`src/hdl/evad_pkg.sv`:
```
// Shared types, widths and threshold table of the energy voice activity detector.
package evad_pkg;

	localparam int SAMPLE_W  = 16;
	localparam int MAX_FRAME = 1024;
	localparam int CNT_W     = $clog2(MAX_FRAME + 1);
	localparam int SQ_W      = 2 * SAMPLE_W - 1;
	localparam int SUM_W     = SQ_W + $clog2(MAX_FRAME);
	localparam int K_W       = 18;
	localparam int THR_W     = K_W + CNT_W;

	localparam int FIFO_DEPTH = 4;
	localparam int FIFO_AW    = $clog2(FIFO_DEPTH);
	localparam int FIFO_CW    = $clog2(FIFO_DEPTH + 1);

	localparam int CFG_IDX_W  = 2;
	localparam int CFG_DATA_W = 8;
	localparam int IN_DATA_W  = 16;
	localparam int OUT_DATA_W = 8;

	// Configuration register indexes
	typedef enum logic [CFG_IDX_W-1:0] {
		CFG_MODE   = 2'd0,
		CFG_SMOOTH = 2'd1,
		CFG_START  = 2'd2,
		CFG_END    = 2'd3
	} cfg_idx_t;

	// Threshold modes
	typedef enum logic [1:0] {
		MODE_QUALITY         = 2'd0,
		MODE_LOW_BITRATE     = 2'd1,
		MODE_AGGRESSIVE      = 2'd2,
		MODE_VERY_AGGRESSIVE = 2'd3
	} mode_t;

	typedef struct packed {
		logic [1:0] mode;
		logic       smooth;
		logic [7:0] start_frames;
		logic [7:0] end_frames;
	} cfg_t;

	// One closed frame handed from the front end to the decision side
	typedef struct packed {
		logic [SUM_W-1:0] energy;
		logic [CNT_W-1:0] count;
		logic             overflow;
	} frame_rec_t;

	// Squared amplitude threshold in Q30 per mode
	function automatic logic [K_W-1:0] k_of_mode(input logic [1:0] m);
		logic [K_W-1:0] k;
		case (mode_t'(m))
			MODE_QUALITY:         k = 18'd241592;
			MODE_LOW_BITRATE:     k = 18'd154619;
			MODE_AGGRESSIVE:      k = 18'd68719;
			MODE_VERY_AGGRESSIVE: k = 18'd26844;
			default:              k = 18'd68719;
		endcase
		return k;
	endfunction

endpackage

```
`src/hdl/evad_front.sv`:
```
// Front end: takes samples, squares them and accumulates frame energy.
module evad_front (
	input  logic                                clk,
	input  logic                                arst_n,
	input  logic                                s_tvalid,
	output logic                                s_tready,
	input  logic [evad_pkg::IN_DATA_W-1:0]      s_tdata,
	input  logic                                s_tlast,
	input  logic [evad_pkg::FIFO_CW-1:0]        fifo_count,
	output logic                                push,
	output evad_pkg::frame_rec_t                push_rec
);

	logic                              accept;
	logic                              counted;
	logic [evad_pkg::SAMPLE_W-1:0]     mag;
	logic [2*evad_pkg::SAMPLE_W-1:0]   sq_full;
	logic [evad_pkg::CNT_W-1:0]        count_q;
	logic                              ovf_q;
	logic [evad_pkg::SUM_W-1:0]        energy_q;
	logic [evad_pkg::SUM_W-1:0]        sum_next;

	logic                              valid_s1;
	logic                              last_s1;
	logic                              counted_s1;
	logic                              ovf_s1;
	logic [evad_pkg::SQ_W-1:0]         sq_s1;
	logic [evad_pkg::CNT_W-1:0]        cnt_s1;

	// Room for every frame already in flight plus one more
	assign s_tready = ({1'b0, fifo_count} + {{evad_pkg::FIFO_CW{1'b0}}, (valid_s1 & last_s1)})
		< (evad_pkg::FIFO_CW+1)'(evad_pkg::FIFO_DEPTH);
	assign accept   = s_tvalid & s_tready;
	assign counted  = count_q < evad_pkg::CNT_W'(evad_pkg::MAX_FRAME);

	// Magnitude and square of the incoming sample
	assign mag     = s_tdata[evad_pkg::SAMPLE_W-1] ? (~s_tdata[evad_pkg::SAMPLE_W-1:0] + 1'b1)
		: s_tdata[evad_pkg::SAMPLE_W-1:0];
	assign sq_full = mag * mag;

	// Sample count and overflow flag, tracked at accept
	always_ff @(posedge clk or negedge arst_n) begin
		if (!arst_n) begin
			count_q  <= '0;
			ovf_q    <= 1'b0;
			valid_s1 <= 1'b0;
		end else begin
			valid_s1 <= accept;
			if (accept) begin
				if (s_tlast) begin
					count_q <= '0;
					ovf_q   <= 1'b0;
				end else begin
					count_q <= count_q + evad_pkg::CNT_W'(counted);
					ovf_q   <= ovf_q | ~counted;
				end
			end
		end
	end

	// Stage 1 payload
	always_ff @(posedge clk) begin
		if (accept) begin
			last_s1    <= s_tlast;
			counted_s1 <= counted;
			ovf_s1     <= ovf_q | ~counted;
			sq_s1      <= sq_full[evad_pkg::SQ_W-1:0];
			cnt_s1     <= count_q + evad_pkg::CNT_W'(counted);
		end
	end

	// Energy accumulation; a frame end hands the record to the queue
	assign sum_next = energy_q + (counted_s1 ? evad_pkg::SUM_W'(sq_s1) : '0);

	always_ff @(posedge clk or negedge arst_n) begin
		if (!arst_n) begin
			energy_q <= '0;
		end else if (valid_s1) begin
			energy_q <= last_s1 ? '0 : sum_next;
		end
	end

	assign push              = valid_s1 & last_s1;
	assign push_rec.energy   = sum_next;
	assign push_rec.count    = cnt_s1;
	assign push_rec.overflow = ovf_s1;

endmodule

```
`src/hdl/evad_fifo.sv`:
```
// Short queue of closed frames between the front end and the decision side.
module evad_fifo (
	input  logic                           clk,
	input  logic                           arst_n,
	input  logic                           push,
	input  evad_pkg::frame_rec_t           push_rec,
	input  logic                           pop,
	output evad_pkg::frame_rec_t           pop_rec,
	output logic                           empty,
	output logic [evad_pkg::FIFO_CW-1:0]   count
);

	evad_pkg::frame_rec_t             mem_q [evad_pkg::FIFO_DEPTH];
	logic [evad_pkg::FIFO_AW-1:0]     wr_ptr_q;
	logic [evad_pkg::FIFO_AW-1:0]     rd_ptr_q;
	logic [evad_pkg::FIFO_CW-1:0]     count_q;

	assign empty   = count_q == '0;
	assign count   = count_q;
	assign pop_rec = mem_q[rd_ptr_q];

	// Storage
	always_ff @(posedge clk) begin
		if (push) begin
			mem_q[wr_ptr_q] <= push_rec;
		end
	end

	// Pointers and fill level
	always_ff @(posedge clk or negedge arst_n) begin
		if (!arst_n) begin
			wr_ptr_q <= '0;
			rd_ptr_q <= '0;
			count_q  <= '0;
		end else begin
			if (push) begin
				wr_ptr_q <= wr_ptr_q + 1'b1;
			end
			if (pop) begin
				rd_ptr_q <= rd_ptr_q + 1'b1;
			end
			count_q <= count_q + evad_pkg::FIFO_CW'(push) - evad_pkg::FIFO_CW'(pop);
		end
	end

endmodule

```
`src/hdl/evad_back.sv`:
```
// Decision side: threshold compare, run counters, hysteresis and output register.
module evad_back (
	input  logic                                clk,
	input  logic                                arst_n,
	input  evad_pkg::cfg_t                      cfg,
	input  logic                                fifo_empty,
	input  evad_pkg::frame_rec_t                fifo_rec,
	output logic                                pop,
	output logic                                m_tvalid,
	input  logic                                m_tready,
	output logic [evad_pkg::OUT_DATA_W-1:0]     m_tdata
);

	logic                              en;
	logic                              valid_s1;
	logic [evad_pkg::SUM_W-1:0]        energy_s1;
	logic [evad_pkg::THR_W-1:0]        thr_s1;
	logic                              ovf_s1;

	logic [7:0]                        voice_run_q;
	logic [7:0]                        silence_run_q;
	logic                              state_q;

	logic                              voiced;
	logic [7:0]                        vrun_nxt;
	logic [7:0]                        srun_nxt;
	logic                              state_nxt;

	logic                              out_valid_q;
	logic [3:0]                        out_bits_q;

	assign en  = ~out_valid_q | m_tready;
	assign pop = en & ~fifo_empty;

	// Stage 1: threshold times sample count
	always_ff @(posedge clk or negedge arst_n) begin
		if (!arst_n) begin
			valid_s1 <= 1'b0;
		end else if (en) begin
			valid_s1 <= ~fifo_empty;
		end
	end

	always_ff @(posedge clk) begin
		if (pop) begin
			energy_s1 <= fifo_rec.energy;
			thr_s1    <= evad_pkg::k_of_mode(cfg.mode) * fifo_rec.count;
			ovf_s1    <= fifo_rec.overflow;
		end
	end

	// Stage 2: decision, runs and hysteresis
	always_comb begin
		voiced    = energy_s1 > evad_pkg::SUM_W'(thr_s1);
		vrun_nxt  = voiced ? ((voice_run_q == 8'hFF) ? voice_run_q : voice_run_q + 8'd1) : 8'd0;
		srun_nxt  = voiced ? 8'd0 : ((silence_run_q == 8'hFF) ? silence_run_q
			: silence_run_q + 8'd1);
		state_nxt = state_q;
		if (cfg.smooth) begin
			if (!state_q && vrun_nxt >= cfg.start_frames) begin
				state_nxt = 1'b1;
			end else if (state_q && srun_nxt >= cfg.end_frames) begin
				state_nxt = 1'b0;
			end
		end else begin
			state_nxt = voiced;
		end
	end

	always_ff @(posedge clk or negedge arst_n) begin
		if (!arst_n) begin
			voice_run_q   <= '0;
			silence_run_q <= '0;
			state_q       <= 1'b0;
			out_valid_q   <= 1'b0;
		end else if (en) begin
			out_valid_q <= valid_s1;
			if (valid_s1) begin
				voice_run_q   <= vrun_nxt;
				silence_run_q <= srun_nxt;
				state_q       <= state_nxt;
			end
		end
	end

	// Output word
	always_ff @(posedge clk) begin
		if (en && valid_s1) begin
			out_bits_q <= {ovf_s1, state_nxt ^ state_q, state_nxt, voiced};
		end
	end

	assign m_tvalid = out_valid_q;
	assign m_tdata  = {{(evad_pkg::OUT_DATA_W-4){1'b0}}, out_bits_q};

endmodule

```
`src/hdl/energy_voice_activity_detector_core.sv`:
```
// Top level of the energy threshold voice activity detector.
// Accepts one signed 16-bit sample per clock on the slave stream while s_tready is high;
// tlast closes a frame and produces one result word on the master stream. A frame is
// voiced when its sum of squares exceeds the mode threshold (Q30) times its sample
// count; frames over 1024 samples are decided on the first 1024 and flagged. Each
// square is registered before accumulation, and a closed frame passes the queue, the
// threshold stage and the output register. Closed frames wait in a
// four-entry queue, so short frames may arrive back to back and the decision side can
// stall on tready without stopping sample intake until that queue fills. Configuration
// writes take effect immediately and must be made while the block is idle.
module energy_voice_activity_detector_core (
	input  logic                                 clk,
	input  logic                                 arst_n,
	input  logic                                 cfg_we,
	input  logic [evad_pkg::CFG_IDX_W-1:0]       cfg_index,
	input  logic [evad_pkg::CFG_DATA_W-1:0]      cfg_data,
	input  logic                                 s_tvalid,
	output logic                                 s_tready,
	input  logic [evad_pkg::IN_DATA_W-1:0]       s_tdata,   // [15:0] sample
	input  logic                                 s_tlast,   // last_in_frame
	output logic                                 m_tvalid,
	input  logic                                 m_tready,
	output logic [evad_pkg::OUT_DATA_W-1:0]      m_tdata    // [0] frame_voice, [1] voice_active,
	                                                        // [2] state_changed, [3] frame_overflow
);

	evad_pkg::cfg_t                     cfg_q;
	logic                               push;
	logic                               pop;
	logic                               fifo_empty;
	logic [evad_pkg::FIFO_CW-1:0]       fifo_count;
	evad_pkg::frame_rec_t               push_rec;
	evad_pkg::frame_rec_t               pop_rec;

	// Configuration registers
	always_ff @(posedge clk or negedge arst_n) begin
		if (!arst_n) begin
			cfg_q.mode         <= evad_pkg::MODE_AGGRESSIVE;
			cfg_q.smooth       <= 1'b1;
			cfg_q.start_frames <= 8'd3;
			cfg_q.end_frames   <= 8'd10;
		end else if (cfg_we) begin
			case (evad_pkg::cfg_idx_t'(cfg_index))
				evad_pkg::CFG_MODE:   cfg_q.mode         <= cfg_data[1:0];
				evad_pkg::CFG_SMOOTH: cfg_q.smooth       <= cfg_data[0];
				evad_pkg::CFG_START:  cfg_q.start_frames <= cfg_data;
				evad_pkg::CFG_END:    cfg_q.end_frames   <= cfg_data;
				default: ;
			endcase
		end
	end

	evad_front u_front (
		.clk        (clk),
		.arst_n     (arst_n),
		.s_tvalid   (s_tvalid),
		.s_tready   (s_tready),
		.s_tdata    (s_tdata),
		.s_tlast    (s_tlast),
		.fifo_count (fifo_count),
		.push       (push),
		.push_rec   (push_rec)
	);

	evad_fifo u_fifo (
		.clk      (clk),
		.arst_n   (arst_n),
		.push     (push),
		.push_rec (push_rec),
		.pop      (pop),
		.pop_rec  (pop_rec),
		.empty    (fifo_empty),
		.count    (fifo_count)
	);

	evad_back u_back (
		.clk        (clk),
		.arst_n     (arst_n),
		.cfg        (cfg_q),
		.fifo_empty (fifo_empty),
		.fifo_rec   (pop_rec),
		.pop        (pop),
		.m_tvalid   (m_tvalid),
		.m_tready   (m_tready),
		.m_tdata    (m_tdata)
	);

	// Queue never written while full unless an entry is popped in the same cycle
	a_no_fifo_overrun: assert property (@(posedge clk) disable iff (!arst_n)
		!(push && !pop && fifo_count == evad_pkg::FIFO_CW'(evad_pkg::FIFO_DEPTH)))
		else $error("frame queue overrun");

	// Without smoothing the state follows the raw decision
	a_raw_follow: assert property (@(posedge clk) disable iff (!arst_n)
		(m_tvalid && !cfg_q.smooth) |-> (m_tdata[1] == m_tdata[0]))
		else $error("voice_active differs from frame_voice with smoothing off");

	// A smoothed turn-on needs a voiced frame unless start count is zero
	a_turn_on: assert property (@(posedge clk) disable iff (!arst_n)
		(m_tvalid && cfg_q.smooth && m_tdata[2] && m_tdata[1])
		|-> (m_tdata[0] || cfg_q.start_frames == 8'd0))
		else $error("voice turned on by a silent frame");

	// A smoothed turn-off needs a silent frame unless end count is zero
	a_turn_off: assert property (@(posedge clk) disable iff (!arst_n)
		(m_tvalid && cfg_q.smooth && m_tdata[2] && !m_tdata[1])
		|-> (!m_tdata[0] || cfg_q.end_frames == 8'd0))
		else $error("voice turned off by a voiced frame");

endmodule

```
`config.mk`:
```
export PLATFORM = sky130hd
export DESIGN_NAME = energy_voice_activity_detector_core
export DESIGN_NICKNAME = d
export VERILOG_FILES = /design/src/hdl/evad_pkg.sv /design/src/hdl/evad_front.sv /design/src/hdl/evad_fifo.sv /design/src/hdl/evad_back.sv /design/src/hdl/energy_voice_activity_detector_core.sv
export SDC_FILE = /design/constraint.sdc
export NUM_CORES = 1
export LEC_CHECK = 0
export BUFFER_PORTS_ARGS = -buffer_cell sky130_fd_sc_hd__buf_2
export CAP_MARGIN = 20
export CORE_ASPECT_RATIO = 1.4
export CORE_MARGIN = 5
export CORE_UTILIZATION = 50
export DETAILED_ROUTE_END_ITERATION = 10
export GPL_ROUTABILITY_DRIVEN = 0
export PLACE_DENSITY = 0.66
export SLEW_MARGIN = 30
export SYNTH_ARGS = -nofsm -noshare
export SYNTH_HDL_FRONTEND = slang
export SYNTH_HIERARCHICAL = 1
export SYNTH_SLANG_ARGS = --single-unit
export TNS_END_PERCENT = 5
```
`constraint.sdc`:
```
create_clock -name clk -period 7.3 [get_ports clk]
set_clock_uncertainty 0.15 [all_clocks]
set_input_delay 1.46 -clock clk [delete_from_list [all_inputs] [get_ports clk]]
set_output_delay 1.46 -clock clk [all_outputs]
set_load 0.1 [all_outputs]
```
Yosys cells after proc, flatten, opt, wreduce, memory -nomap -nowiden
Memory sizes are Yosys's and may differ from the RTL's.
Index checks and enable logic that the tools add are counted.
Operators by class
  divide/modulo/power cells: 0
  reductions and logical operators: 12
  multiply operators: 2
  eq/ne operators: 8
  $lt $le $gt $ge: 5
  add/subtract/negate cells: 10
  mux-type cells: 16
  shifts and indexed selects: 0
  bitwise logic cells: 10
Operator list (count)
  18-bit case mux with 4 select lines: 1
  41-bit adder: 1
  41-bit by 29-bit greater-than comparator with 1-bit output: 1
  41-bit two-way mux: 1
  8-bit two-way mux: 4
  16-bit by 16-bit multiplier with 31-bit output: 1
  31-bit two-way mux: 1
  18-bit by 11-bit multiplier with 29-bit output: 1
  18-bit two-way mux: 1
  16-bit by 1-bit adder with 16-bit output (second input constant): 1
  8-bit by 1-bit adder with 8-bit output (second input constant): 2
  8-bit == test (second input constant): 2
  8-bit >= comparator: 2
  16-bit two-way mux: 1
  16-bit NOT: 1
  11-bit by 1-bit adder with 11-bit output: 1
  11-bit less-than comparator (second input constant): 1
  11-bit two-way mux: 1
  2-bit AND reduction: 5
  2-bit == test (second input constant): 4
  1-bit two-way mux: 6
  2-bit by 1-bit adder with 2-bit output (second input constant): 2
  3-bit by 1-bit adder with 4-bit output: 1
  2-bit by 1-bit == test with 1-bit output (second input constant): 2
  11 further kinds: 19
Storage, ports and cells
  ROM bits: 0
  flip-flop bits (word level): 219
  latch bits: 0
  memories: 1
  bits in writable memories: 212
Memories
  u_fifo.mem_q: words 4, width 53, read ports 1, clocked after memory_dff 0, write ports 1, line evad_fifo.sv:13  | evad_pkg::frame_rec_t mem_q [evad_pkg::FIFO_DEPTH];

Depth between registers and ports, before layout
  depth in word-level cells: 9
  mapped depth: 29

By module
Netlist, hierarchy kept.
By module, submodules not included
  evad_front: times used 1, area an instance 13047.5 um^2, cells each 1412
  evad_back: times used 1, area an instance 11001.8 um^2, cells each 1109
  evad_fifo: times used 1, area an instance 8099.0 um^2, cells each 310
  energy_voice_activity_detector_core: times used 1, area an instance 754.5 um^2, cells each 42

Worst setup path after synthesis
Ideal clock, no wire load.
  path type: input to register
  start point: input port s_tdata[0] (netlist name)
  end point: register u_front/sq_s1[29] (netlist name), data pin
  setup slack: -1.407 ns
  data arrival time: 8.291 ns
  path buffers: 1
  required time: 6.885 ns
  cell stages on the path: 27
  cell sequence: inv_1 -> clkbuf_1 -> ha_1 -> nand2_1 -> nor4_1 -> a21boi_0 -> xnor2_1 -> clkinv_1 -> nand2_1 -> fa_1 -> fa_1 -> inv_1 -> fa_1 -> fa_1 -> fa_1 -> inv_1 -> fa_1 -> inv_1 -> ha_1 -> a21o_1 -> a21o_1 -> a21oi_1 -> o22a_1 -> nand2_1 -> o41ai_1 -> o21ai_0 -> xor2_1
On the way
  word-level cells in the longest chain between the ends: 4
Ends and longest elaborated chain
  start: declaration: line energy_voice_activity_detector_core.sv:19  | input logic [evad_pkg::IN_DATA_W-1:0] s_tdata,
  16-bit NOT: line evad_front.sv:37  | assign mag = s_tdata[evad_pkg::SAMPLE_W-1] ? (~s_tdata[evad_pkg::SAMPLE_W-1:0] + 1'b1)
  16-bit by 1-bit adder with 16-bit output: line evad_front.sv:37
  16-bit two-way mux *: line evad_front.sv:37
  16-bit by 16-bit multiplier with 31-bit output *: line evad_front.sv:39  | assign sq_full = mag * mag;
  named net u_front.sq_full (one bit): line evad_front.sv:17  | logic [2*evad_pkg::SAMPLE_W-1:0] sq_full;
  end signal: assignment: line evad_front.sv:67  | sq_s1 <= sq_full[evad_pkg::SQ_W-1:0];
  end: declaration: line evad_front.sv:27  | logic [evad_pkg::SQ_W-1:0] sq_s1;
Mark *: on every way through the listed nets, which the timed path passes. The rest lies on a longest branch.
A chain may end at the register's enable or synchronous reset.

Worst setup path in the final report
  start point: input port s_tdata[6] (netlist name)
  end point: register u_front/sq_s1[30] (netlist name), data pin
Same word-level chain as after synthesis.

==> metrics.csv <==
metric,value,unit
status,finished with violations,
violations,setup timing,
die_w,226.8,microns
critPathKind,in2reg,
avgSynthCellArea,11.45,sq um
cts_tree,built,
first_pass_iters,8,
syn_to_final_growth,12.50,%
yosys.area_share.xor_xnor,3.377,%
hold_viol_final,0,
grt_pass1_wl,120200,microns
synth_cell_type_count,95,
coreArea,65410,sq um
cts.sink_count,430,
synthFlopType,edfxtp_1,
dp_hpwl,56540,microns
crit_path_max_fanout,5,
synth_most_common_cell,inv_1,
die_h,313.5,microns
critPathRequiredTime,7.46,ns
drcViolationCount,0,
wl_met1,25960,microns
synth_edf_count,331,
yosys.area_share.adder,28.28,%
slew_violations,0,
reg2reg_slack,0.47,ns
syn_area,32900,sq um
min_path_cells,0,
synth.area.top_cells,"edfxtp_1 30%, fa_1 19%, ha_1 9.7%",
whs,0.2704,ns
root_buffer,clkbuf_16,
met3_length,1830,microns
diodes,0,
top_layer,met4,
cp-end-kind,flip-flop,
die_area,71110,sq um
setup_slack,-0.6359,ns
dpl.cell_count,3890,
grt_max_degree,75,
async_reset_ff_share,23.02,%
path_common_cell,fa_1,
rsz0062_at_grt,true,
numCtsBuffers,39,
final_util,56.58,%
regToRegStartpoint,u_fifo/rd_ptr_q[1],
stdcell_count,3971,
cap_violations,0,
fmax,126.0,MHz
wl_per_cell,18.06,microns
synth_top_family_by_area,adder cells,
worstHoldStart,u_back/ovf_s1,
crit_slowest_cell,fa_1,
cts.hold.buffers_added,0,
synth_mux_area_share,4.396,%
dr_wl_met2,40110,microns
ys_top_cells_by_count,"492 x inv_1, 331 x edfxtp_1, 306 x fa_1",
synth-simple-area-share,10.21,%
grt_pass1_vias,24123,
fin_crit,7.936,ns
num_vias,21738,
final.setup.tns,-6.929,ns
synthCells,2873,
critPathArrivalTime,8.09,ns
grt_overflow,0,
clk_pin_slew,0.06,ns
ant_nets,0,
min_period_over_period,108.7,%
synth_top_area_share,30.21,%
synth_compound_area_share,8.780,%
cp_slowest_stage_delay,0.58,ns
reg2reg_to,u_back/thr_s1[19],
drt_iter0_markers,1255,
yosys_warnings,6,
finalSetupViolations,16,
tightest_slew,0.9396,ns
hold_path_class,reg2reg,
worstSkewPairLatency,0.56,ns
io_pins,42,
grt_use_total,20.71,%
drt_wl_total,71730,microns
start_util,50.30,%
port-buffer-count,37,
synth.yosys.seq_area_share,37.76,%
fill_cells,5369,
antenna_found_initial,0,
max_slew_margin,37.36,%
min_delay_worst_endpoint,u_back/out_bits_q[3],
htree_levels,2,
rows,111,
synth-seq-cells,430,
cts_buffer_depth,3,
drive_gt1_share,15.97,%
synth_area_leader_cell,edfxtp_1,
viasPerCell,5.474,
cp-start-kind,primary input,
ff2ff_path_depth,20,
fin_nets,3685,
==> cells by family (layout without fill, tap and decap cells) <==
logic type / after synthesis / in the layout
compound gates: 420 / 420
mux: 74 / 74
simple gates: 671 / 671
flops: 430 / 430
buf+inv: 589 / 828
fa+ha+maj: 560 / 560
other cells: 3 / 15
xor+xnor: 126 / 126
==> worst max path at each step <==
stage	endpoint	slack [ns]	startpoint	cells past startpoint
finish	u_front/sq_s1[30]	-0.64	s_tdata[6]	27
global route	u_front/sq_s1[28]	-0.88	s_tdata[0]	30
CTS	u_front/sq_s1[29]	-0.65	s_tdata[6]	27
detailed placement	u_front/sq_s1[30]	-1.61	s_tdata[0]	26
global placement	u_front/sq_s1[30]	-1.50	s_tdata[0]	31
floorplan	u_front/sq_s1[23]	-1.18	s_tdata[6]	25
==> repair_timing <==
action / CTS / global route
pin swaps: 24 / 16
hold endpoints to repair: 0 / 0
gates resized for setup: 46 / 14
setup buffers: 7 / 2
setup endpoints to repair: 18 / 18
==> final cells by class <==
| cell class | count | area [sq um] | area share (%) |
|---|---|---|---|
| multi-input combinational | 1866 | 18520 | 50.04 |
| sequential | 430 | 12430 | 33.58 |
| inverter | 501 | 1887 | 5.098 |
| timing repair buffer | 255 | 1844 | 4.983 |
| tap | 847 | 1060 | 2.863 |
| clock buffer | 47 | 1016 | 2.745 |
| clock inverter | 25 | 255.2 | 0.6896 |
==> worst max-delay path: cells and delay by family <==
family | cells | cell delay, ns
adders and majority gates | 7 | 3.19
xor gates and xnor gates | 2 | 0.32
buffers and inverters | 7 | 0.64
and+or+nand+nor | 6 | 1.60
AOI/OAI and AO/OA | 5 | 0.88
==> flip-flops by register name, indices dropped and copies added, names as in the netlist, 2 cells and up <==
name	count
u_front/sq_s1	30
u_fifo/count	3
cfg_q	19
u_back/out_bits_q	4
u_front/cnt_s1	11
u_front/count_q	11
u_fifo/wr_ptr_q	2
u_back/silence_run_q	8
u_back/thr_s1	29
u_front/energy_q	41
u_back/energy_s1	41
u_fifo/rd_ptr_q	2
u_fifo/mem_q	212
u_back/voice_run_q	8
==> cell usage in the layout, fill, tap and decap left out, drive strengths merged, types with 22 or more instances in the layout <==
cell type	instances
a21o	48
a21oi	99
a22o	25
and2	73
buf	255
clkbuf	47
dfrtp	93
edfxtp	331
fa	306
ha	254
inv	501
mux4	53
nand2	205
nand2b	44
nand3	42
nand4	23
nor2	161
nor2b	32
nor3	22
o21ai	76
xnor2	79
xor2	47
==> routing by layer <==
metal,GRT usage [%],vias to the layer above
li1,-,10160
met1,22.73,10876
met2,39.72,483
met3,1.775,219
met4,9.807,0
met5,0,-
==> metrics by stage <==
step | setup WS, ns | instance area [sq um]
4_1_cts | -0.6537 | 36940
2_1_floorplan | -1.180 | 33050
6_report | -0.6359 | 37010
5_1_grt | -0.8798 | 37010
3_3_place_gp | -1.504 | 35420
3_5_place_dp | -1.613 | 35430
Power is not shown: default switching activity piles up to over one toggle a cycle in this logic, so the estimate is an artifact.
